## config.mk

```make
export PLATFORM = sky130hd
export DESIGN_NAME = pfb_blend
export DESIGN_NICKNAME = d
export VERILOG_FILES = /design/src/rtl/pfb_pkg.sv /design/src/rtl/pfb_blend.sv
export SDC_FILE = /design/constraint.sdc
export NUM_CORES = 1
export LEC_CHECK = 0
export ABC_AREA = 1
export BUFFER_PORTS_ARGS = -buffer_cell sky130_fd_sc_hd__buf_4
export CAP_MARGIN = 10
export CORE_MARGIN = 8
export CORE_UTILIZATION = 65
export DETAILED_ROUTE_END_ITERATION = 16
export PLACE_DENSITY = 0.92
export SLEW_MARGIN = 20
export SYNTH_ARGS = -nofsm -noshare
export SYNTH_HDL_FRONTEND = slang
export SYNTH_SLANG_ARGS = --single-unit
```

## constraint.sdc

```tcl
create_clock -name vclk -period 12.72
set_clock_uncertainty 0.15 [all_clocks]
set_input_delay 3.18 -clock vclk [all_inputs]
set_output_delay 3.18 -clock vclk [all_outputs]
set_load 0.1 [all_outputs]
```

## src/rtl/pfb_pkg.sv

```systemverilog
// Package for the palette fade and blend engine.
// Holds the palette sizing, operation and register codes, sequencer types
// and the control bundle shared by the sequencer and the datapath.
package pfb_pkg;

   // Palette sizing.
   localparam int ENTRIES = 256;
   localparam int IDX_W   = $clog2(ENTRIES);
   localparam int SPAN_W  = ((IDX_W > 8) ? IDX_W : 8) + 1;

   localparam logic [SPAN_W-1:0] ENTRIES_S = SPAN_W'(ENTRIES);
   localparam logic [IDX_W-1:0]  LAST_IDX  = IDX_W'(ENTRIES - 1);

   // Full scale of one colour channel.
   localparam logic [7:0] CHAN_MAX = 8'hFF;

   // Operation codes carried by a request beat; unused codes act as a read.
   typedef enum logic [2:0] {
      OP_WRITE = 3'd0,
      OP_FADE  = 3'd1,
      OP_WATER = 3'd2,
      OP_FLASH = 3'd3,
      OP_READ  = 3'd4
   } op_type;

   // Configuration register indexes.
   typedef enum logic [2:0] {
      CSR_FADE_RED    = 3'd0,
      CSR_FADE_GREEN  = 3'd1,
      CSR_FADE_BLUE   = 3'd2,
      CSR_FADE_ALPHA  = 3'd3,
      CSR_WATER_RED   = 3'd4,
      CSR_WATER_GREEN = 3'd5,
      CSR_WATER_BLUE  = 3'd6,
      CSR_WATER_ALPHA = 3'd7
   } csr_type;

   // Palette mode codes.
   typedef enum logic [1:0] {
      MODE_NORMAL  = 2'd0,
      MODE_BLENDED = 2'd1,
      MODE_FLASH   = 2'd2
   } mode_type;

   // Sequencer states.
   typedef enum logic [3:0] {
      ST_CLEAR,
      ST_IDLE,
      ST_WRITE,
      ST_FADE_PRIME,
      ST_FADE_BASE,
      ST_FADE_WATER,
      ST_WATER_PRIME,
      ST_WATER_RUN,
      ST_FLASH_RUN,
      ST_RSP_READ,
      ST_RSP_OUT
   } state_type;

   // Source of the palette write data.
   typedef enum logic [1:0] {
      WSEL_ZERO,
      WSEL_WHITE,
      WSEL_ENTRY,
      WSEL_BLEND
   } wsel_type;

   // Control bundle from the sequencer to the datapath.
   typedef struct packed {
      logic [IDX_W-1:0] rd_addr;
      logic [IDX_W-1:0] wr_addr;
      logic             we_base;
      logic             we_water;
      logic             we_faded;
      logic             we_fwater;
      wsel_type         wsel;
      logic             src_water;
      logic             tint_water;
      logic             rsp_valid;
      logic             rsp_in_range;
   } ctrl_type;

endpackage

```

## src/rtl/pfb_blend.sv

```systemverilog
// Shared blend unit: mixes one RGB888 pixel toward a tint colour.
// Depends on pfb_pkg for the channel full-scale constant.
module pfb_blend (
   input  logic [23:0] tint,
   input  logic [8:0]  alpha,
   input  logic [23:0] pixel,
   output logic [23:0] blended
);
   import pfb_pkg::*;

   logic [7:0]  sat_alpha;
   logic [7:0]  inv_alpha;
   logic [15:0] mix;

   // Saturate the weight, then (c*a + (255-a)*p) >> 8 on each channel.
   always_comb begin
      sat_alpha = (alpha > {1'b0, CHAN_MAX}) ? CHAN_MAX : alpha[7:0];
      inv_alpha = CHAN_MAX - sat_alpha;
      mix       = '0;
      blended   = '0;
      for (int ch = 0; ch < 3; ch++) begin
         mix = 16'(tint[ch*8 +: 8]) * 16'(sat_alpha)
             + 16'(pixel[ch*8 +: 8]) * 16'(inv_alpha);
         blended[ch*8 +: 8] = mix[15:8];
      end
   end

endmodule

```

==> impl_metrics.py, run 1 <==
metrics = {
    "route": {
        "drt-initial-drc-count": 998,
        "met3WireLength_um": 3200,
        "top_layer": "met4",
        "wire_per_inst_um": 15.9,
        "vias": 11356,
        "ant_nets": 0,
        "route.detailed.drc": 0,
        "via_per_inst": 5.47,
        "wl_met2_um": 16400,
        "wl_met1_um": 11700,
        "wl_um": 33100,
        "drtPass1Iterations": 6,
    },
    "placement": {
        "dp_hpwl_um": 28000,
        "gp_congestion": 0.921,
        "io_buffer_count": 81,
    },
    "floorplan": {
        "die_w_um": 159,
        "die-area_um2": 25400,
        "die_h_um": 159,
        "num_rows": 52,
        "io_pins": 81,
        "start_util": 0.662,
        "core-area_um2": 20200,
    },
    "timing": {
        "rsz0062_at_grt": "false",
        "fin_crit_ns": 12.10,
        "max_freq_ghz": 0.0826,
        "post-route-period-util": 0.951,
        "hold_viol": 0,
        "maxSlewHeadroom": 0.636,
        "setup_viol": 0,
        "maxSlewViolCount": 0,
        "max_slew.worst_pin.slew_ns": 0.547,
        "finalSetupTns_ns": 0,
    },
    "final_layout": {
        "final_common_cell": "inv_1",
        "multi_input_area_um2": 11100,
        "drive_above_1_share": 0.0665,
        "layout.nets": 2328,
        "nFlopsAndLatches": 0,
        "n_clock_buffer": 0,
        "fillers": 1467,
        "area_growth_pct": 5.36,
        "seq_area_um2": 0,
        "layout_common_cells": "inv_1 (527), nand2_1 (359), fa_1 (285), nor2_1 (249), ha_1 (180)",
    },
    "synthesis": {
        "synth_compound_area_frac": 0.00815,
        "syn_area_per_cell_um2": 7.62,
        "synth_largest_area_cell": "fa_1",
        "synthCells": 1751,
        "synth.top_cell.area_share": 0.427,
        "ys_seq_area_frac": 0,
        "synth_fa_ha_area_frac": 0.596,
        "synthDistinctLibCells": 23,
        "synthTopCellsByArea": "fa_1 (43%), ha_1 (17%), inv_1 (15%)",
        "syn_nets": 2273,
        "synthXorXnorAreaFrac": 0.0112,
        "synthMuxAreaShare": 0,
        "netlist_area_um2": 13400,
        "synth_top_family_by_area": "adder cells",
        "synthSimpleGateAreaFrac": 0.213,
        "ys_warn_count": 0,
    },
    "grt": {
        "grt_max_degree": 34,
        "grt_pass1_vias": 12594,
        "antenna_found_initial": 1,
        "grt_overflow": 0,
        "grt_pass1_wl_um": 56500,
        "track_usage": 0.266,
    },
    "cts": {
        "postCtsResizedCells": 0,
        "hold_buffers": 0,
        "post_cts_buffers": 0,
    },
    "setup_path": {
        "cp-start-kind": "primary input",
        "cp-end-kind": "output pin",
        "critPathRequiredTime_ns": 9.39,
        "critical_path_arrival_ns": 8.77,
        "critPathKind": "primary input to output pin",
        "critPathMaxFanout": 26,
    },
    "run_status": {
        "outcome": "finished clean",
    },
    "worst_hold_path": {
        "min_path_type": "primary input to output pin",
    },
    "job": {
        "max-cap-violations": 0,
    },
}
[per-stage QoR]
| stage | area, um^2 | worst slack, ns | instances | hold slack, ns | util |
|---|---|---|---|---|---|
| final | 14100 | 0.619 | 2077 | 7.24 | 0.697 |
| after global routing | 14100 | 0.392 | 2074 | 7.31 | 0.697 |
| after CTS | 14100 | 0.705 | 2074 | 7.25 | 0.697 |
| after detailed placement | 14100 | 0.712 | 2074 | 7.24 | 0.697 |
| after global placement | 14100 | 0.844 | 2074 | 7.21 | 0.697 |
| after floorplan | 13400 | 0.379 | 1751 | 7.23 | - |
[worst paths after layout]
check	startpoint	end	slack [ns]	depth (start not counted)
setup / recovery	alpha[8]	blended[23]	0.62	21
hold / removal	tint[15]	blended[15]	7.24	9
[cell families after synthesis]
kind of cell,Yosys count
xor gates and xnor gates,17
adders and majority gates,465
buffers and inverters,568
AOI/OAI and AO/OA,21
and+or+nand+nor,680
[per-layer routing]
metal,vias up,track usage
met3,197,0.0445
li1,5059,-
met5,-,0
met2,674,0.475
met4,0,0.136
met1,5426,0.304
[cell usage after synthesis, drive strengths merged]
cell type,instances
a21oi,21
fa,285
nand4,12
nand3,32
buf,33
ha,180
nor2,271
xnor2,11
nand3b,3
nand2,362
xor2,6
inv,535
[critical path, stage by stage]
cell	delay, ns
buf_4	0.22
nor2_8	0.44
inv_2	0.35
nor2_1	0.22
fa_1	0.48
fa_1	0.57
fa_1	0.45
fa_1	0.43
fa_1	0.52
inv_1	0.05
fa_1	0.48
inv_1	0.05
ha_1	0.34
a21oi_1	0.23
nand2_1	0.10
nand2_1	0.09
nand2_1	0.06
nor2_1	0.11
nand2_1	0.06
nand2_1	0.05
buf_4	0.28
[cell type report]
class,instances,share of cell area
multi-input combinational,1183,0.786
antenna,3,0.000534
tap,270,0.0240
timing repair buffer,86,0.0459
inverter,535,0.144
Power of run 1 is left out: the tool's default activity adds up to more than one toggle a clock period on the data nets, which glitch-free logic cannot reach.
==> run 2, diff against run 1 <==
CORE_UTILIZATION = 60   (was 65)
PLACE_DENSITY = 0.82   (was 0.92)
==> run 2 against run 1 <==
Effect of this change:
- non-clock buffer count down 1
- wire length decreased by 4.0%
- fmax is 0.58% lower
- global-route usage decreased by 2.2 points
- worst setup slack worse by 0.070 ns
- clock-buffer cell count stayed put
- first-iteration DRC count shrank 24%
- worst hold slack got worse by 0.052 ns
- cell area barely moved
- largest cell class unchanged
- highest routed layer unchanged
==> impl_metrics.py, run 2 (same netlist as run 1, synthesis figures left out) <==
metrics = {
    "cts": {
        "post_cts_buffers": 0,
        "postCtsResizedCells": 0,
        "hold_buffers": 0,
    },
    "setup_path": {
        "cp_slowest_cell": "fa_1",
        "critPathMaxFanout": 25,
        "critical_path_buf_inv_count": 7,
        "crit_family": "adder cells",
        "cpMostUsedCell": "fa_1",
        "critPathRequiredTime_ns": 9.39,
        "cp_cell_sequence": "buf_4 -> nor2_8 -> inv_2 -> nor2_1 -> fa_1 -> fa_1 -> inv_1 -> fa_1 -> fa_1 -> inv_1 -> fa_1 -> inv_1 -> fa_1 -> inv_1 -> ha_1 -> nand2_1 -> nor2_1 -> nand4_1 -> nand3_1 -> nand2_1 -> nand2_1 -> buf_4",
        "slowest_delay_ns": 0.50,
        "critPathKind": "primary input to output pin",
        "cp-start-kind": "primary input",
        "critical_path_arrival_ns": 8.84,
        "cp-end-kind": "output pin",
    },
    "floorplan": {
        "core-area_um2": 21800,
        "io_pins": 81,
        "die_w_um": 165,
        "start_util": 0.612,
        "die-area_um2": 27300,
        "die_h_um": 165,
        "num_rows": 54,
    },
    "placement": {
        "gp_congestion": 0.925,
        "dpl_cell_area_um2": 14100,
        "io_buffer_count": 81,
        "dp_hpwl_um": 26900,
    },
    "final_layout": {
        "fillers": 1893,
        "area_growth_pct": 5.34,
        "layout_common_cells": "inv_1 (527), nand2_1 (359), fa_1 (285), nor2_1 (249), ha_1 (180)",
        "nFlopsAndLatches": 0,
        "antenna_cells": 0,
        "fin_util": 0.644,
        "final_common_cell": "inv_1",
        "seq_area_um2": 0,
        "layout.nets": 2327,
        "design_area_um2": 14100,
        "drive_above_1_share": 0.0660,
        "n_clock_buffer": 0,
    },
    "route": {
        "via_per_inst": 5.22,
        "wire_per_inst_um": 15.3,
        "top_layer": "met4",
        "route.detailed.drc": 0,
        "drt-initial-drc-count": 759,
        "vias": 10866,
        "drtPass1Iterations": 6,
        "met3WireLength_um": 2860,
        "wl_met2_um": 15500,
        "ant_nets": 0,
        "wl_um": 31800,
        "wl_met1_um": 12200,
    },
    "run_status": {
        "outcome": "finished clean",
    },
    "grt": {
        "grt_max_degree": 34,
        "grt_pass1_wl_um": 53900,
        "grt_overflow": 0,
        "track_usage": 0.244,
        "grt_pass1_vias": 11821,
        "antenna_found_initial": 0,
    },
    "job": {
        "max-cap-violations": 0,
    },
    "timing": {
        "holdWs_ns": 7.19,
        "hold_viol": 0,
        "max_freq_ghz": 0.0822,
        "maxSlewViolCount": 0,
        "rsz0062_at_grt": "false",
        "max_slew.worst_pin.slew_ns": 0.587,
        "fin_crit_ns": 12.17,
        "setup_viol": 0,
        "post-route-period-util": 0.957,
        "finalSetupTns_ns": 0,
        "maxSlewHeadroom": 0.608,
    },
    "worst_hold_path": {
        "whs_endpoint": "blended[7]",
        "min_path_type": "primary input to output pin",
        "holdPathStages": 9,
        "worstHoldStart": "tint[7]",
    },
}
[run 2: per-layer routing]
metal  global-route usage  vias up
li1                     -     5055
met2                0.429      474
met5                    0        -
met1                0.294     5227
met4               0.0835        0
met3               0.0493      110
[run 2: worst max path at each step]
stage,start,slack [ns],depth (start not counted),endpoint
floorplan,alpha[8],0.38,19,blended[2]
finish,alpha[8],0.55,22,blended[5]
CTS,alpha[8],0.61,22,blended[5]
global route,alpha[8],0.20,22,blended[5]
detailed placement,alpha[8],0.63,22,blended[5]
global placement,alpha[8],0.72,22,blended[5]
[run 2: final cells by class]
class                           instances  area, um^2  share of cell area
Tap cell                              280         350              0.0249
Timing Repair Buffer                   85         638              0.0454
Multi-Input combinational cell       1183       11100               0.786
Inverter                              535        2020               0.144
[run 2: through the flow]
stage          setup slack (ns)  instances
2_1_floorplan             0.379       1751
3_3_place_gp              0.716       2083
3_5_place_dp              0.630       2083
4_1_cts                   0.613       2083
5_1_grt                   0.199       2083
6_report                  0.549       2083
Power of run 2 is left out for the same reason.
