### src/rtl/pfb_pkg.sv
// Package for the palette fade and blend engine.
// Holds the palette sizing, operation and register codes, sequencer types
// and the control bundle shared by the sequencer and the datapath.
package pfb_pkg;

   // Palette sizing.
   localparam int ENTRIES = 256;
   localparam int IDX_W   = $clog2(ENTRIES);
   localparam int SPAN_W  = ((IDX_W > 8) ? IDX_W : 8) + 1;

   localparam logic [SPAN_W-1:0] ENTRIES_S = SPAN_W'(ENTRIES);
   localparam logic [IDX_W-1:0]  LAST_IDX  = IDX_W'(ENTRIES - 1);

   // Full scale of one colour channel.
   localparam logic [7:0] CHAN_MAX = 8'hFF;

   // Operation codes carried by a request beat; unused codes act as a read.
   typedef enum logic [2:0] {
      OP_WRITE = 3'd0,
      OP_FADE  = 3'd1,
      OP_WATER = 3'd2,
      OP_FLASH = 3'd3,
      OP_READ  = 3'd4
   } op_type;

   // Configuration register indexes.
   typedef enum logic [2:0] {
      CSR_FADE_RED    = 3'd0,
      CSR_FADE_GREEN  = 3'd1,
      CSR_FADE_BLUE   = 3'd2,
      CSR_FADE_ALPHA  = 3'd3,
      CSR_WATER_RED   = 3'd4,
      CSR_WATER_GREEN = 3'd5,
      CSR_WATER_BLUE  = 3'd6,
      CSR_WATER_ALPHA = 3'd7
   } csr_type;

   // Palette mode codes.
   typedef enum logic [1:0] {
      MODE_NORMAL  = 2'd0,
      MODE_BLENDED = 2'd1,
      MODE_FLASH   = 2'd2
   } mode_type;

   // Sequencer states.
   typedef enum logic [3:0] {
      ST_CLEAR,
      ST_IDLE,
      ST_WRITE,
      ST_FADE_PRIME,
      ST_FADE_BASE,
      ST_FADE_WATER,
      ST_WATER_PRIME,
      ST_WATER_RUN,
      ST_FLASH_RUN,
      ST_RSP_READ,
      ST_RSP_OUT
   } state_type;

   // Source of the palette write data.
   typedef enum logic [1:0] {
      WSEL_ZERO,
      WSEL_WHITE,
      WSEL_ENTRY,
      WSEL_BLEND
   } wsel_type;

   // Control bundle from the sequencer to the datapath.
   typedef struct packed {
      logic [IDX_W-1:0] rd_addr;
      logic [IDX_W-1:0] wr_addr;
      logic             we_base;
      logic             we_water;
      logic             we_faded;
      logic             we_fwater;
      wsel_type         wsel;
      logic             src_water;
      logic             tint_water;
      logic             rsp_valid;
      logic             rsp_in_range;
   } ctrl_type;

endpackage

### src/rtl/pfb_seq.sv
// Sequencer for the palette fade and blend engine: clear pass, entry sweeps
// and response timing. Depends on pfb_pkg for state, op and control types.
module pfb_seq (
   input  logic              clock,
   input  logic              reset,
   input  logic              start,
   output logic              busy,
   input  logic [2:0]        req_operation,
   input  logic [7:0]        req_first_index,
   input  logic [7:0]        req_last_index,
   output pfb_pkg::ctrl_type ctrl,
   output logic [1:0]        mode
);
   import pfb_pkg::*;

   state_type        state_ff, state_in;
   logic [IDX_W-1:0] idx_ff, idx_in;
   logic [IDX_W-1:0] end_ff, end_in;
   logic [7:0]       first_ff, first_in;
   mode_type         mode_ff, mode_in;

   logic             accept;
   logic             req_in_range;
   logic             first_in_range;
   logic [IDX_W-1:0] idx_next;
   logic             idx_done;

   // Map an 8-bit entry number onto the palette address width.
   function automatic logic [IDX_W-1:0] to_idx(input logic [7:0] value);
      return IDX_W'(SPAN_W'(value));
   endfunction

   assign busy           = (state_ff != ST_IDLE);
   assign accept         = start && !busy;
   assign req_in_range   = (SPAN_W'(req_first_index) < ENTRIES_S);
   assign first_in_range = (SPAN_W'(first_ff) < ENTRIES_S);
   assign idx_next       = idx_ff + IDX_W'(1);
   assign mode           = mode_ff;

   // State register and sweep counters.
   always_ff @(posedge clock) begin
      if (reset) begin
         state_ff <= ST_CLEAR;
         idx_ff   <= '0;
         mode_ff  <= MODE_NORMAL;
      end else begin
         state_ff <= state_in;
         idx_ff   <= idx_in;
         mode_ff  <= mode_in;
      end
   end

   // Request fields kept for the length of the operation.
   always_ff @(posedge clock) begin
      end_ff   <= end_in;
      first_ff <= first_in;
   end

   // Next state and control outputs.
   always_comb begin
      state_in  = state_ff;
      idx_in    = idx_ff;
      end_in    = end_ff;
      first_in  = first_ff;
      mode_in   = mode_ff;
      idx_done  = (idx_ff == end_ff);
      ctrl      = '0;
      ctrl.wsel = WSEL_ZERO;

      unique case (state_ff)
         ST_CLEAR: begin
            // Zero every entry of all four palettes after reset.
            ctrl.wr_addr   = idx_ff;
            ctrl.we_base   = 1'b1;
            ctrl.we_water  = 1'b1;
            ctrl.we_faded  = 1'b1;
            ctrl.we_fwater = 1'b1;
            ctrl.wsel      = WSEL_ZERO;
            if (idx_ff == LAST_IDX) begin
               state_in = ST_IDLE;
            end else begin
               idx_in = idx_next;
            end
         end

         ST_IDLE: begin
            if (accept) begin
               first_in = req_first_index;
               unique case (req_operation)
                  OP_WRITE: begin
                     state_in = ST_WRITE;
                  end
                  OP_FADE: begin
                     mode_in = MODE_BLENDED;
                     idx_in  = to_idx(req_first_index);
                     end_in  = (SPAN_W'(req_last_index) < ENTRIES_S) ?
                               to_idx(req_last_index) : LAST_IDX;
                     if (req_in_range && (req_first_index <= req_last_index)) begin
                        state_in = ST_FADE_PRIME;
                     end else begin
                        state_in = ST_RSP_READ;
                     end
                  end
                  OP_WATER: begin
                     mode_in  = MODE_BLENDED;
                     idx_in   = '0;
                     end_in   = LAST_IDX;
                     state_in = ST_WATER_PRIME;
                  end
                  OP_FLASH: begin
                     mode_in  = MODE_FLASH;
                     idx_in   = '0;
                     end_in   = LAST_IDX;
                     state_in = ST_FLASH_RUN;
                  end
                  default: begin
                     state_in = ST_RSP_READ;
                  end
               endcase
            end
         end

         ST_WRITE: begin
            ctrl.wr_addr = to_idx(first_ff);
            ctrl.we_base = first_in_range;
            ctrl.wsel    = WSEL_ENTRY;
            state_in     = ST_RSP_READ;
         end

         ST_FADE_PRIME: begin
            ctrl.rd_addr = idx_ff;
            state_in     = ST_FADE_BASE;
         end

         ST_FADE_BASE: begin
            // Hold the read address so the entry stays for the water half.
            ctrl.rd_addr  = idx_ff;
            ctrl.wr_addr  = idx_ff;
            ctrl.we_faded = 1'b1;
            ctrl.wsel     = WSEL_BLEND;
            state_in      = ST_FADE_WATER;
         end

         ST_FADE_WATER: begin
            // Fetch the next entry while the water half is written.
            ctrl.rd_addr   = idx_done ? idx_ff : idx_next;
            ctrl.wr_addr   = idx_ff;
            ctrl.we_fwater = 1'b1;
            ctrl.wsel      = WSEL_BLEND;
            ctrl.src_water = 1'b1;
            if (idx_done) begin
               state_in = ST_RSP_READ;
            end else begin
               idx_in   = idx_next;
               state_in = ST_FADE_BASE;
            end
         end

         ST_WATER_PRIME: begin
            ctrl.rd_addr = idx_ff;
            state_in     = ST_WATER_RUN;
         end

         ST_WATER_RUN: begin
            ctrl.rd_addr    = idx_done ? idx_ff : idx_next;
            ctrl.wr_addr    = idx_ff;
            ctrl.we_water   = 1'b1;
            ctrl.wsel       = WSEL_BLEND;
            ctrl.tint_water = 1'b1;
            if (idx_done) begin
               state_in = ST_RSP_READ;
            end else begin
               idx_in = idx_next;
            end
         end

         ST_FLASH_RUN: begin
            ctrl.wr_addr   = idx_ff;
            ctrl.we_fwater = 1'b1;
            ctrl.wsel      = WSEL_WHITE;
            if (idx_done) begin
               state_in = ST_RSP_READ;
            end else begin
               idx_in = idx_next;
            end
         end

         ST_RSP_READ: begin
            ctrl.rd_addr = first_in_range ? to_idx(first_ff) : '0;
            state_in     = ST_RSP_OUT;
         end

         ST_RSP_OUT: begin
            ctrl.rsp_valid    = 1'b1;
            ctrl.rsp_in_range = first_in_range;
            state_in          = ST_IDLE;
         end

         default: begin
            state_in = ST_IDLE;
         end
      endcase
   end

   // An accepted beat makes the block busy on the next cycle.
   a_accept_busy: assert property (@(posedge clock) disable iff (reset)
      accept |=> busy)
      else $error("block not busy after an accepted request");

   // After a result the block is ready for the next request.
   a_rsp_then_idle: assert property (@(posedge clock) disable iff (reset)
      ctrl.rsp_valid |=> !busy)
      else $error("block still busy after a result");

   // A result only follows work in progress.
   a_rsp_after_busy: assert property (@(posedge clock) disable iff (reset)
      ctrl.rsp_valid |-> $past(busy))
      else $error("result strobe without an operation");

   // Palette addresses never leave the populated range.
   a_addr_range: assert property (@(posedge clock) disable iff (reset)
      (SPAN_W'(ctrl.rd_addr) < ENTRIES_S) && (SPAN_W'(ctrl.wr_addr) < ENTRIES_S))
      else $error("palette address beyond the palette");

endmodule

### config.mk
export PLATFORM = sky130hd
export DESIGN_NAME = pfb_seq
export DESIGN_NICKNAME = d
export VERILOG_FILES = /design/src/rtl/pfb_pkg.sv /design/src/rtl/pfb_seq.sv
export SDC_FILE = /design/constraint.sdc
export NUM_CORES = 1
export LEC_CHECK = 0
export ABC_AREA = 1
export BUFFER_PORTS_ARGS = -buffer_cell sky130_fd_sc_hd__buf_2
export CORE_ASPECT_RATIO = 0.6
export CORE_MARGIN = 8
export CORE_UTILIZATION = 25
export DETAILED_ROUTE_END_ITERATION = 12
export PLACE_DENSITY = 0.41
export SLEW_MARGIN = 20
export SYNTH_ARGS = -nofsm -noshare
export SYNTH_HDL_FRONTEND = slang
export SYNTH_SLANG_ARGS = --single-unit
### constraint.sdc
create_clock -name clock -period 2.88 [get_ports clock]
set_clock_uncertainty 0.2 [all_clocks]
set_input_delay 0.288 -clock clock [delete_from_list [all_inputs] [get_ports clock]]
set_output_delay 0.288 -clock clock [all_outputs]
set_load 0.01 [all_outputs]
==> flow_metrics.env <==
export IMPL_status="finished, final reports clean"
export IMPL_critPathKind="register to output pin"
export IMPL_rsz0062_at_grt="false"
export IMPL_cts_buffers=5
export IMPL_worst_endpoint_arrival_ns=2.21
export IMPL_wirelength_um=8060
export IMPL_synth_xor_area_frac=0.0490
export IMPL_reg2reg_from="idx_ff[5]"
export IMPL_nNetsFinal=412
export IMPL_fmax_mhz=371
export IMPL_fin_crit_ns=2.70
export IMPL_rr_endpoint="state_ff[2]"
export IMPL_drive_gt1_frac=0.220
export IMPL_wl_per_cell_um=16.2
export IMPL_area_growth_pct=21.8
export IMPL_gp_congestion=0.794
export IMPL_synthAdderAreaFrac=0.0485
export IMPL_synth_top_family_by_area="simple AND/OR/NAND/NOR gates"
export IMPL_drt_first_pass_iters=4
export IMPL_grt_pass1_wl_um=12500
export IMPL_grt_ovfl_total=0
export IMPL_drc=0
export IMPL_post_cts_buffers=0
export IMPL_yosys_warnings=0
export IMPL_final_setup_tns_ns=0
export IMPL_pre_cts_slack_ns=0.260
export IMPL_max_stage_delay_ns=0.51
export IMPL_cts_htree_levels=2
export IMPL_clk_pin_slew_worst_paths_ns=0.05
export IMPL_cap_violations=0
export IMPL_first_iter_violations=167
export IMPL_cts_max_path_buffers=2
export IMPL_synth_edf_count=16
export IMPL_clockRootBuffer="clkbuf_16"
export IMPL_antenna_found_initial=0
export IMPL_postSynthCellCount=329
export IMPL_end_kind="output pin"
export IMPL_final_hold_violation_count=0
export IMPL_critPathSlowestCell="dfxtp_1"
export IMPL_vias=2319
export IMPL_yosys_area_share_simple=0.276
export IMPL_die_h_um=90.7
export IMPL_synth_mux_area_fraction=0
export IMPL_tightest_slew_ns=0.591
export IMPL_dieArea_sq_mm=0.0127
export IMPL_ys_seq_elements=30
export IMPL_fin_crit_sh=0.936
export IMPL_power_density_mw_per_mm2=379
export IMPL_setup_ws_ns=0.183
export IMPL_cts_tree="done"
export IMPL_antenna_cells=0
export IMPL_whs_ns=0.0452
export IMPL_irDropWorstVdd_v=0.000168
export IMPL_leakage_nw=1.33
export IMPL_final_antenna_net_count=0
export IMPL_required_ns=2.39
export IMPL_syn_num_nets=360
export IMPL_r2r_cells=9
export IMPL_dpl_hpwl_um=6380
export IMPL_max_slew_margin=0.606
export IMPL_path_max_fanout=20
export IMPL_grt_max_degree=21
export IMPL_slew_viol_final=0
export IMPL_startpoint="idx_ff[5]"
export IMPL_rows=27
export IMPL_grt_pass1_vias=2204
export IMPL_cp_start_kind="register"
export IMPL_worst_r2r_setup_slack_ns=0.68
export IMPL_ys_flop_type="edfxtp_1"
export IMPL_crit_end="ctrl[20]"
export IMPL_synth_cell_types=35
export IMPL_viasPerCell=4.66
export IMPL_synth_seq_area_share=0.327
export IMPL_port_buffers=50
export IMPL_core_sq_mm=0.00909
export IMPL_final_setup_viol_count=0
export IMPL_avgSynthCellArea_sq_um=7.06
export IMPL_cp_cell_sequence="xnor2_1 -> nand2_1 -> nor2_1 -> nand2_4 -> o21ai_0 -> o211ai_1 -> o211ai_1 -> buf_2"
export IMPL_grt_usage=0.125
export IMPL_die_w_um=140
export IMPL_clk_latency_ns=0.28
export IMPL_start_util=0.256
export IMPL_io_pins=51
export IMPL_cts_sinks=30
export IMPL_holdCritPathClass="input port to register"
export IMPL_syn_area_sq_mm=0.00232
export IMPL_synthArstFlopShare=0
export IMPL_synth_compound_area_frac=0.181
export IMPL_cpMostUsedCell="o211ai_1"
[cell usage in the layout (no fill, tap or decap)]
cell        Yosys  layout
o221ai_1        6       6
nand2_4         0       1
inv_2           6       6
or2_1           1       1
a21oi_1        19      19
o21ai_4         1       1
inv_1          46      46
nand3_2         1       1
nor2_4          4       4
or2_2           1       1
buf_4           2       4
xor2_1          5       5
edfxtp_1       16      16
clkbuf_16       0       5
a22oi_1         2       2
a21oi_2         2       2
o21ai_0        27      27
o21ai_1         1       1
clkinvlp_4      0       1
nand3_1        22      22
nand2_1        79      78
o211ai_1        7       7
buf_2           3      50
clkinv_1        1       2
ha_1            9       9
dfxtp_1        14      14
a21o_1          1       1
nor2_2          4       4
clkinv_2        0       1
nor2_1         28      28
nand4_1         4       4
o311ai_0        1       1
or2_0           1       1
inv_4           1       1
xnor2_1         8       8
nand2_2         1       1
a21oi_4         1       1
[cells in the mapped netlist (2+ instances only)]
cell      instances  area [sq um]
buf_6             3          33.8
nor2_2            4          25.0
a22oi_1           2          15.0
nor2_1           28           105
xor2_1            5          43.8
o221ai_1          6          52.6
buf_4             2          15.0
xnor2_1           8          70.1
inv_1            46           173
inv_2             6          22.5
o211ai_1          7          52.6
nor2_4            4          45.0
buf_2             3          15.0
a21oi_1          19          95.1
nand3_1          22           110
nand2_1          79           297
ha_1              9           113
edfxtp_1         16           480
o21ai_0          27           135
nand4_1           4          25.0
dfxtp_1          14           280
a21oi_2           2          17.5
[worst max-delay path: cells and delay by family, from the launching register on]
kind / cells / cell delay (ns)
xor gates and xnor gates: 1 / 0.16
DFF: 1 / 0.51
AOI/OAI and AO/OA: 3 / 0.46
buffers and inverters: 1 / 0.16
and+or+nand+nor: 3 / 0.63
[how the worst min path moves through the flow]
stage | start | to | cells after the start
floorplan | req_first_index[0] | first_ff[0] | 0
global placement | mode[1] | mode[1] | 2
detailed placement | mode[1] | mode[1] | 2
CTS | req_first_index[0] | first_ff[0] | 1
global route | req_first_index[0] | first_ff[0] | 1
finish | req_first_index[0] | first_ff[0] | 1
[registers in the layout, indices dropped and copies added (netlist names)]
register and count:
end_ff 8, first_ff 8, idx_ff 8, state_ff 4, mode 2
[power by group]
part           switching [W]  internal (W)  leakage, nW
registers         0.00000607      0.000454        0.257
clock network       0.000190      0.000315       0.0672
logic              0.0000657     0.0000417         1.01
total               0.000261      0.000811         1.33
[cell type report]
type	instances	area [sq um]
inverters	54	205
well taps	116	145
flip-flops and latches	30	761
multi-input cells	236	1300
repair buffers	54	280
fillers	988	6260
clock inverters	3	16.3
clock buffers	5	125
[metrics by stage]
stage | utilization | cells | cell area [sq um] | total power, W
floorplan | - | 329 | 2320 | 0.000533
global placement | 0.295 | 490 | 2680 | 0.000576
detailed placement | 0.295 | 490 | 2680 | 0.000577
CTS | 0.311 | 498 | 2830 | 0.00108
global route | 0.311 | 498 | 2830 | 0.00112
finish | 0.311 | 498 | 2830 | 0.00107
[layer usage]
layer / GRT usage / up-vias / part of all wire
met3: 0.0322 / 6 / 0.062
met1: 0.190 / 1055 / 0.55
met4: 0.0214 / 0 / 0.0055
met2: 0.170 / 67 / 0.38
met5: 0 / - / 0
li1: - / 1191 / -
[logic make-up (layout without fill, tap and decap cells)]
| group | after synthesis | after routing |
|---|---|---|
| xor+xnor | 13 | 13 |
| compound gates | 68 | 68 |
| flops | 30 | 30 |
| buf+inv | 63 | 116 |
| fa+ha+maj | 9 | 9 |
| simple gates | 146 | 146 |
[timing repair]
| action | CTS | global route |
|---|---|---|
| endpoints found under the setup margin | 2 | 3 |
| hold buffers | 0 | 0 |
| gates resized for setup | 1 | 1 |
(Power assumes the default switching activity.)
